<file path="config.mk">
export PLATFORM = sky130hd
export DESIGN_NAME = drp_fifo
export DESIGN_NICKNAME = d
export VERILOG_FILES = /design/src/hdl/drp_pkg.sv /design/src/hdl/drp_fifo.sv
export SDC_FILE = /design/constraint.sdc
export NUM_CORES = 1
export LEC_CHECK = 0
export CORE_ASPECT_RATIO = 1.1
export CORE_MARGIN = 1
export CORE_UTILIZATION = 30
export DETAILED_ROUTE_END_ITERATION = 8
export DONT_BUFFER_PORTS = 1
export GPL_ROUTABILITY_DRIVEN = 0
export SETUP_SLACK_MARGIN = 0.02
export SYNTH_ARGS = -nofsm -noshare
export SYNTH_HDL_FRONTEND = slang
export SYNTH_SLANG_ARGS = --single-unit
</file>
<file path="constraint.sdc">
create_clock -name aclk -period 22 [get_ports aclk]
set_input_delay 2.2 -clock aclk [delete_from_list [all_inputs] [get_ports aclk]]
set_output_delay 2.2 -clock aclk [all_outputs]
set_load 0.01 [all_outputs]
</file>
<file path="src/hdl/drp_pkg.sv">
// ---------------------------------------------------------------------------
// drp_pkg: shared types and constants for disparity reprojection
// Word layouts, register map, fixed-point widths.
// ---------------------------------------------------------------------------
`default_nettype none

package drp_pkg;

    localparam int MAX_COLUMNS = 4096;
    localparam int MAX_ROWS    = 4096;

    localparam int MAG_W   = 33;   // numerator magnitude, before the 2^22 scale
    localparam int DIV_W   = 42;   // |w| in Q.30
    localparam int QUO_W   = 32;   // quotient bits produced by the divider
    localparam int FIFO_DEPTH = 8;
    localparam int FIFO_AW    = 3;
    localparam int CNT_W      = 4;

    localparam logic [2:0] REG_CX  = 3'd0;
    localparam logic [2:0] REG_CY  = 3'd1;
    localparam logic [2:0] REG_FOC = 3'd2;
    localparam logic [2:0] REG_IB  = 3'd3;
    localparam logic [2:0] REG_WOT = 3'd4;

    localparam logic [31:0] S32_MAX = 32'h7fff_ffff;
    localparam logic [31:0] S32_MIN = 32'h8000_0000;

    typedef struct packed {
        logic [7:0]  disparity;
        logic [11:0] column;
        logic [11:0] row;
        logic [7:0]  blue;
        logic [7:0]  green;
        logic [7:0]  red;
    } in_word_t;

    typedef struct packed {
        logic signed [31:0] point_x;
        logic signed [31:0] point_y;
        logic signed [31:0] point_z;
        logic [23:0]        packed_color;
        logic               weight_fault;
    } out_word_t;

    typedef struct packed {
        logic signed [31:0] center_x_offset;
        logic signed [31:0] center_y_offset;
        logic [31:0]        focal_length;
        logic signed [31:0] inverse_baseline;
        logic signed [31:0] weight_offset_term;
    } cfg_t;

    // classified item handed from front to back
    typedef struct packed {
        logic [MAG_W-1:0] mag_x;
        logic             neg_x;
        logic [MAG_W-1:0] mag_y;
        logic             neg_y;
        logic [MAG_W-1:0] mag_z;
        logic             neg_z;
        logic [DIV_W-1:0] w_mag;
        logic             w_neg;
        logic             w_zero;
        logic [23:0]      color;
    } q_item_t;

endpackage

`default_nettype wire

</file>
<file path="src/hdl/drp_fifo.sv">
// ---------------------------------------------------------------------------
// drp_fifo: short queue between front and back
// Register-based, fall-through read.
// ---------------------------------------------------------------------------
`default_nettype none

module drp_fifo (
    input  wire logic                      aclk,
    input  wire logic                      aresetn,
    input  wire logic                      push,
    input  wire drp_pkg::q_item_t          push_item,
    input  wire logic                      pop,
    output logic                           not_empty,
    output drp_pkg::q_item_t               head,
    output logic [drp_pkg::CNT_W-1:0]      count
);

    drp_pkg::q_item_t                 mem_reg [drp_pkg::FIFO_DEPTH];
    logic [drp_pkg::FIFO_AW-1:0]      wr_reg, rd_reg;
    logic [drp_pkg::CNT_W-1:0]        cnt_reg, cnt_next;
    logic                             do_pop;

    assign not_empty = (cnt_reg != '0);
    assign do_pop    = pop && not_empty;
    assign head      = mem_reg[rd_reg];
    assign count     = cnt_reg;

    always_comb begin
        cnt_next = cnt_reg;
        if (push && !do_pop) begin
            cnt_next = cnt_reg + 1'b1;
        end else if (!push && do_pop) begin
            cnt_next = cnt_reg - 1'b1;
        end
    end

    always_ff @(posedge aclk) begin
        if (!aresetn) begin
            wr_reg  <= '0;
            rd_reg  <= '0;
            cnt_reg <= '0;
        end else begin
            cnt_reg <= cnt_next;
            if (push) begin
                wr_reg <= wr_reg + 1'b1;
            end
            if (do_pop) begin
                rd_reg <= rd_reg + 1'b1;
            end
        end
    end

    always_ff @(posedge aclk) begin
        if (push) begin
            mem_reg[wr_reg] <= push_item;
        end
    end

endmodule

`default_nettype wire

</file>
==> reports/results.ini <==
[outcome]
status=completed

[setup_path]
rr_startpoint=wr_reg[2]
r2r-end=mem_reg[1][23]
crit_top_cell=buf_4
critPathBufInv=4
max_stage_delay_ps=930
worstPathArrival_ps=5830
startpoint_type=register
crit_type=reg2out
reg2reg_depth=4
crit_slowest_cell=buf_4
critPathRequiredTime_ps=19800
reg2reg_slack_ps=18100
path_cells=buf_12, buf_4, buf_4, buf_4, mux4_2, mux2_2
cp_top_family=buffers and inverters
critPathMaxFanout=96
end_kind=primary output

[synthesis]
yosys_warnings=0
synth_seq_cells=1373
seq_area_frac_synth_pct=79.5
synth.distinct_cells=28
netlist_area_um2=51700
synth.top_cells.by_count=1360 x edfxtp_1, 340 x mux4_2, 170 x mux2_2
yosys.cell_count.top_type=edfxtp_1
syn_area_per_cell_um2=25.4
syn-num-nets=2214
yosys.area.top_type=edfxtp_1
syn-instance-count=2034
synth_edf_count=1360
synth_top_area_share_pct=79.0
synth_flop_cell=edfxtp_1
async_reset_ff_share_pct=0
synthTopCellsByArea=edfxtp_1 79%, mux4_2 15%, mux2_2 3.7%

[clock_network]
cts_setup_buffers=0
cts_resized=0
cts_made_buffers=143
cts_hold_buf=0
root_buffer=clkbuf_16
h-tree-depth=4
numClockSinks=1373
cts_tree=done
insertion_delay_ps=790
clk_pin_slew_ps=60
clockBufferDepth=3

[global_route]
grt_max_degree=114
grt_pass1_vias=23200
grt_usage_pct=12.7
antenna_found_initial=0
grt_pass1_wl_mm=158
grt_overflow=0

[drt]
vias=21000
drt-initial-drc-count=1631
ant_nets=0
wl_per_cell_um=24.7
drc=0
routed_wl_mm=111
firstDrtPassIters=5
viasPerCell=4.69

[hold_path]
min_from=rd_reg[1]
holdPathStages=2
hp-class=reg2reg

[floorplan]
die_w_um=398
coreArea_um2=171000
fp.dieArea_um2=174000
row_count=159
start_util_pct=30.2
ios=349
die_y_um=437

[sta]
drv_slew=0
setup_viol=0
slew_headroom_pct=14.4
fin_crit_sh_pct=36.5
tns_ps=0
tightest_slew_ps=1280
rsz0062_at_grt=no
finClkSkew_ps=27.1
fin_crit_ps=8030
fmax_mhz=124
hold_viol=0

[cells_and_area]
largest_reg_flops=1360
fin_nets=2297
drive_gt1_share_pct=34.5
syn2layout_area_growth_pct=14.3

[placed_design]
place.detailed.hpwl_mm=59.6
port_buffers=0

[power]
powerDensity_nw_per_um2=110
power_mw=6.48
p_leak_nw=17.5
ir_worst_vdd_v=0.0000942

[job]
drv_cap=0

[cell usage in the layout (no fill, tap or decap), types with 10 or more instances in the layout]
cell,netlist,final
buf_4,0,28
bufinv_16,0,15
clkbuf_1,30,22
clkbuf_16,0,145
clkinv_1,0,26
clkinv_2,0,19
dfxtp_1,13,10
edfxtp_1,1360,1360
inv_6,0,10
mux2_2,170,170
mux4_2,340,340
[stage by stage]
stage	worst slack (ps)	hold WS (ps)	instances	utilization [%]	cell area [um2]
after CTS	13560	519	4484	34.6	59000
after detailed placement	14480	494	4226	31.8	54300
final	13970	513	4486	34.6	59100
after global placement	14630	472	4226	31.8	54300
after floorplan	7340	467	2034	-	51700
after global routing	13260	543	4484	34.6	59000
[how the worst max path moves through the flow]
stage	startpoint	end	slack, ps	depth (start not counted)
detailed placement	register	head[76]	14480	6
global placement	register	head[129]	14630	6
global route	register	head[73]	13260	6
finish	register	head[129]	13970	6
CTS	register	head[129]	13560	6
floorplan	push	mem_reg[0][0]	7340	2
[cells by family (layout without fill, tap and decap cells)]
logic type      after synthesis  in the layout  share of synthesized area (%)
simple gates                 33             33                          0.329
mux                         513            513                           18.6
fa+ha+maj                     6              6                          0.160
xor+xnor                      6              6                          0.102
compound gates                5              5                         0.0605
flops                      1373           1373                           79.5
other cells                   0              2                              0
buf+inv                      98            294                           1.23
[layer usage]
| layer | global-route usage, % | vias up | share of wire, % |
|---|---|---|---|
| li1 | - | 8928 | - |
| met1 | 14.6 | 11400 | 39 |
| met2 | 21.5 | 552 | 51 |
| met3 | 5.04 | 138 | 8.8 |
| met4 | 3.80 | 0 | 1.9 |
| met5 | 0 | - | 0 |
[report_power, final]
group	internal, mW	total [mW]	switching [mW]
combinational	0.543	1.07	0.530
clock	1.41	2.41	1.01
sequential	2.95	2.99	0.0411
total	4.90	6.48	1.58
[final cells by class]
type                    count  area (um2)
clock buffers             168        3720
inverters                   1        3.75
well taps                2254        2820
multi-input cells         563        9990
fillers                 15400      112000
repair buffers             35         350
diodes                      2        5.00
clock inverters            90        1040
flip-flops and latches   1373       41100
[worst min-delay path, stage by stage (launching register included)]
cell and delay (ps):
dfxtp_1 320, nand2_1 50, a21boi_0 100
No activity file was read; power rests on OpenSTA's default activity.
