===== src/hdl/drp_pkg.sv =====
// ---------------------------------------------------------------------------
// drp_pkg: shared types and constants for disparity reprojection
// Word layouts, register map, fixed-point widths.
// ---------------------------------------------------------------------------
`default_nettype none

package drp_pkg;

    localparam int MAX_COLUMNS = 4096;
    localparam int MAX_ROWS    = 4096;

    localparam int MAG_W   = 33;   // numerator magnitude, before the 2^22 scale
    localparam int DIV_W   = 42;   // |w| in Q.30
    localparam int QUO_W   = 32;   // quotient bits produced by the divider
    localparam int FIFO_DEPTH = 8;
    localparam int FIFO_AW    = 3;
    localparam int CNT_W      = 4;

    localparam logic [2:0] REG_CX  = 3'd0;
    localparam logic [2:0] REG_CY  = 3'd1;
    localparam logic [2:0] REG_FOC = 3'd2;
    localparam logic [2:0] REG_IB  = 3'd3;
    localparam logic [2:0] REG_WOT = 3'd4;

    localparam logic [31:0] S32_MAX = 32'h7fff_ffff;
    localparam logic [31:0] S32_MIN = 32'h8000_0000;

    typedef struct packed {
        logic [7:0]  disparity;
        logic [11:0] column;
        logic [11:0] row;
        logic [7:0]  blue;
        logic [7:0]  green;
        logic [7:0]  red;
    } in_word_t;

    typedef struct packed {
        logic signed [31:0] point_x;
        logic signed [31:0] point_y;
        logic signed [31:0] point_z;
        logic [23:0]        packed_color;
        logic               weight_fault;
    } out_word_t;

    typedef struct packed {
        logic signed [31:0] center_x_offset;
        logic signed [31:0] center_y_offset;
        logic [31:0]        focal_length;
        logic signed [31:0] inverse_baseline;
        logic signed [31:0] weight_offset_term;
    } cfg_t;

    // classified item handed from front to back
    typedef struct packed {
        logic [MAG_W-1:0] mag_x;
        logic             neg_x;
        logic [MAG_W-1:0] mag_y;
        logic             neg_y;
        logic [MAG_W-1:0] mag_z;
        logic             neg_z;
        logic [DIV_W-1:0] w_mag;
        logic             w_neg;
        logic             w_zero;
        logic [23:0]      color;
    } q_item_t;

endpackage

`default_nettype wire


===== src/hdl/drp_front.sv =====
// ---------------------------------------------------------------------------
// drp_front: input stage
// Accepts pixels, drops unmatched ones, forms weight and numerators.
// ---------------------------------------------------------------------------
`default_nettype none

module drp_front (
    input  wire logic                     aclk,
    input  wire logic                     aresetn,
    input  wire drp_pkg::cfg_t            cfg,
    input  wire logic                     s_valid,
    output logic                          s_ready,
    input  wire drp_pkg::in_word_t        s_data,
    input  wire logic [drp_pkg::CNT_W-1:0] fifo_count,
    output logic                          push,
    output drp_pkg::q_item_t              push_item
);

    localparam int CNT_W_L = drp_pkg::CNT_W;

    logic                   v1_reg, v2_reg, v3_reg;
    drp_pkg::in_word_t      px_reg;
    logic                   keep2_reg, keep3_reg;
    logic signed [40:0]     prod_reg;
    logic signed [33:0]     nx_reg, ny_reg;
    logic [23:0]            col2_reg;
    drp_pkg::q_item_t       item_reg;

    logic                   keep1;
    logic signed [41:0]     w;
    logic [41:0]            w_abs;
    logic [33:0]            nx_abs, ny_abs;
    logic [CNT_W_L-1:0]     busy;

    // credits: queue entries plus words still in flight here
    assign busy = fifo_count + CNT_W_L'(v1_reg) + CNT_W_L'(v2_reg) + CNT_W_L'(v3_reg);
    assign s_ready = (busy < CNT_W_L'(drp_pkg::FIFO_DEPTH));

    assign keep1 = (px_reg.disparity != 8'd0)
                && ({5'd0, px_reg.column} < 17'(drp_pkg::MAX_COLUMNS))
                && ({5'd0, px_reg.row} < 17'(drp_pkg::MAX_ROWS));

    assign w      = 42'(cfg.weight_offset_term) - 42'(prod_reg);
    assign w_abs  = w[41] ? -w : w;
    assign nx_abs = nx_reg[33] ? 34'(-nx_reg) : 34'(nx_reg);
    assign ny_abs = ny_reg[33] ? 34'(-ny_reg) : 34'(ny_reg);

    always_ff @(posedge aclk) begin
        if (!aresetn) begin
            v1_reg <= 1'b0;
            v2_reg <= 1'b0;
            v3_reg <= 1'b0;
        end else begin
            v1_reg <= s_valid && s_ready;
            v2_reg <= v1_reg;
            v3_reg <= v2_reg;
        end
    end

    always_ff @(posedge aclk) begin
        if (s_valid && s_ready) begin
            px_reg <= s_data;
        end
        keep2_reg <= keep1;
        prod_reg  <= $signed({1'b0, px_reg.disparity}) * cfg.inverse_baseline;
        nx_reg    <= $signed({2'b00, px_reg.column, 16'd0}) + 34'(cfg.center_x_offset);
        ny_reg    <= $signed({2'b00, px_reg.row, 16'd0}) + 34'(cfg.center_y_offset);
        col2_reg  <= {px_reg.red, px_reg.green, px_reg.blue};

        keep3_reg       <= keep2_reg;
        item_reg.mag_x  <= nx_abs[32:0];
        item_reg.neg_x  <= nx_reg[33];
        item_reg.mag_y  <= ny_abs[32:0];
        item_reg.neg_y  <= ny_reg[33];
        item_reg.mag_z  <= {1'b0, cfg.focal_length};
        item_reg.neg_z  <= 1'b1;
        item_reg.w_mag  <= w_abs;
        item_reg.w_neg  <= w[41];
        item_reg.w_zero <= (w == 42'sd0);
        item_reg.color  <= col2_reg;
    end

    assign push      = v3_reg && keep3_reg;
    assign push_item = item_reg;

endmodule

`default_nettype wire


===== config.mk =====
export PLATFORM = sky130hd
export DESIGN_NAME = drp_front
export DESIGN_NICKNAME = d
export VERILOG_FILES = /design/src/hdl/drp_pkg.sv /design/src/hdl/drp_front.sv
export SDC_FILE = /design/constraint.sdc
export NUM_CORES = 1
export LEC_CHECK = 0
export ABC_CLOCK_PERIOD_IN_PS = 18100
export BUFFER_PORTS_ARGS = -buffer_cell sky130_fd_sc_hd__buf_2
export CAP_MARGIN = 20
export CORE_MARGIN = 3
export CORE_UTILIZATION = 52
export CTS_CLUSTER_DIAMETER = 80
export CTS_CLUSTER_SIZE = 8
export DETAILED_ROUTE_END_ITERATION = 6
export MAX_ROUTING_LAYER = met4
export PLACE_DENSITY_LB_ADDON = 0.15
export SLEW_MARGIN = 20
export SYNTH_ARGS = -nofsm -noshare
export SYNTH_HDL_FRONTEND = slang
export SYNTH_SLANG_ARGS = --single-unit

===== constraint.sdc =====
create_clock -name aclk -period 18.1 [get_ports aclk]
set_input_delay 0.905 -clock aclk [delete_from_list [all_inputs] [get_ports aclk]]
set_output_delay 0.905 -clock aclk [all_outputs]
set_load 0.1 [all_outputs]

==> summary.txt <==
Post-synth ARST share - 0%
initial core utilization - 52.9%
root buf cell - clkbuf_16
CP Class - register to register
most common cell after layout, fill and taps aside - buf_2
Lkg Pwr - 12.8 nW
die area - 45400 µm²
Seq/Total Area, Yosys - 34.8%
vias in the first global route - 16700
vias after detailed routing - 16500
commonest non-fill, non-tap cells in the layout - buf_2 (392), inv_1 (354), dfxtp_1 (304), nand2_1 (214), fa_1 (202)
setup TNS - 0 ns
status - complete, no violations
GRT Residual Overflow - 0
crit start category - register
Buffers & Inverters on Critical Path - 2
Max rail drop VDD - 0.109 mV
Final Hold Viols - 0
CTS tree - built
fin crit share - 36.5%
Worst setup startpoint - px_reg[53]$_DFFE_PP_
Tot GR Track Use - 24.6%
Area contributors post-synth - dfxtp_1 (27%), fa_1 (18%), ha_1 (8.5%), edfxtp_1 (7.5%), inv_1 (6.0%)
Worst path depth - 18
clk sinks - 360
hold buffers post-CTS - 0
Pwr per Cell Area - 174 nW/µm²
minimum clock period - 6.61 ns
worst-case clock buffer depth - 3
Post-Syn Nets - 2831
Num CTS Buffers - 51
Data arrival, critical path - 7.04 ns
H-tree levels - 2
hold crit path type - register to register
maximum clock rate - 0.151 GHz
Max Clock Skew - 0.0172 ns
DRT Pass-1 Iters - 7
share of cells above drive strength 1 - 18.1%
postcts setup bufs - 0
Residual DRC - 0
RSZ-0062 raised after global routing - no
Slowest cell on crit path - edfxtp_1
drt initial violations - 875
critical path fanouts, max - 33
Area growth, synth to finish - 17.7%
CP Capture Type - register
Mean Syn Cell Area - 9.88 µm²
GP Congestion - 0.935
nets - 3232
largest net degree at the start of global routing - 47
die width - 213 µm
pre-CTS WS - 11.22 ns
YS warnings - 0
Synth top area share - 27.3%
Multi-input gate area - 13000 µm²
Final Util - 62.3%
Primary FF master, synth - dfxtp_1
Post-Syn Area - 22300 µm²
reg2reg start - px_reg[53]$_DFFE_PP_
EDFF count, synth - 56
Final setup violation count - 0
first-pass GRT wire length - 86200 µm
FF-to-FF path depth - 18
max reg flops - 168
ANT nets after route - 0
antenna violations before repair - 8
cell taking the most area after synthesis - dfxtp_1
Slew @ Worst Pin - 1.12 ns
most frequent CP cell - fa_1
capture point of the worst reg-to-reg path - prod_reg[40]$_DFF_P_
FP Rows - 75
I/O pin total - 395
largest delay contributor family on the critical path - adder cells
fillers - 3596
post-synth cell types - 70
hpwl dp - 44300 µm
Worst EP required - 18.54 ns
post-DR vias/cell - 5.12
Max-slew headroom - 25.2%
WL per Instance - 17.1 µm
FF/Latch Area - 7770 µm²
crit path cell chain - and2_1 > fa_1 > fa_1 > inv_1 > fa_1 > fa_1 > inv_1 > ha_1 > a21oi_1 > o21bai_1 > a2111o_1 > a41oi_1 > o21ai_0 > a21oi_1 > nor2_1 > or3_1 > a221oi_1 > xnor2_1
worst setup path endpoint - prod_reg[40]$_DFF_P_
CTS clock-pin slew for the worst setup and hold paths - 0.05 ns
WL final - 55100 µm
Clock Latency Late Sink - 0.57 ns
CTS-repair resized insts - 0
max-slew violations - 0
chip height - 213 µm
CP peak stage delay - 0.83 ns
Seq cells post-synth - 360
Synth Instances - 2255
Max-cap violations - 0
fin worst setup slack - 11.49 ns
FF-to-FF setup slack - 11.49 ns
port bufs - 392
Placeable Area - 42100 µm²
## layout make-up
cell class              instances  share of cell area, %
clock buffers                  77                   5.32
multi-input cells            1491                   49.5
diodes                          4                 0.0381
repair buffers                398                   7.73
flip-flops and latches        360                   29.6
inverters                     354                   5.06
well taps                     539                   2.57
clock inverters                 4                  0.219
## layer usage
| metal | GRT usage (%) | part of all wire, % | wire, µm | up-vias |
|---|---|---|---|---|
| met3 | 4.75 | 6.7 | 3720 | 85 |
| met1 | 30.7 | 43 | 23500 | 7856 |
| met5 | - | 0 | 0 | - |
| met4 | 7.36 | 2.7 | 1500 | 0 |
| met2 | 40.9 | 48 | 26400 | 486 |
| li1 | - | - | - | 8101 |
## Yosys cell counts, types with 18 or more instances
library cell  number
nand2_1          214
inv_1            354
nor2_1            74
xor2_1            42
nand4_1           18
o31ai_1           19
xnor2_1          149
edfxtp_1          56
a21o_1            45
nand3_1           19
dfxtp_1          304
ha_1             151
fa_1             202
and2_1           157
clkbuf_1          42
a21oi_1           81
o21ai_0           78
or3_1             19
## kinds of logic after synthesis
| family | synth area share (%) |
|---|---|
| simple gates | 13.6 |
| buf+inv | 6.91 |
| flops | 34.8 |
| fa+ha+maj | 26.6 |
| compound gates | 10.5 |
| xor+xnor | 7.50 |
| other cells | 0.0337 |
| mux | 0.0505 |
## metrics by stage
stage / hold WS, ns / cells / area [µm²] / power [mW]
3_5_place_dp: 0.313 / 3139 / 24700 / 3.72
5_1_grt: 0.322 / 3227 / 26200 / 4.92
6_report: 0.322 / 3227 / 26200 / 4.57
4_1_cts: 0.325 / 3220 / 26200 / 4.59
2_1_floorplan: 0.310 / 2255 / 22300 / 3.20
3_3_place_gp: 0.310 / 3139 / 24700 / 3.68
## worst min-delay path by stage
stage	startpoint	to	slack, ns	depth (start not counted)
2_1_floorplan	keep2_reg$_DFF_P_	keep3_reg$_DFF_P_	0.31	0
3_3_place_gp	col2_reg[16]$_DFF_P_	push_item[16]$_DFF_P_	0.31	0
3_5_place_dp	col2_reg[17]$_DFF_P_	push_item[17]$_DFF_P_	0.31	0
4_1_cts	col2_reg[13]$_DFF_P_	push_item[13]$_DFF_P_	0.32	0
5_1_grt	col2_reg[15]$_DFF_P_	push_item[15]$_DFF_P_	0.32	0
6_report	col2_reg[13]$_DFF_P_	push_item[13]$_DFF_P_	0.32	0
## where the power goes
part	leakage (nW)	internal, mW	total, mW	switching, mW
Sequential	3.09	0.996	1.05	0.0560
Clock	0.697	0.524	0.854	0.330
Combinational	8.98	0.898	2.66	1.76
Total	12.8	2.42	4.57	2.15
Note: power is estimated with default switching activity, not from simulation.
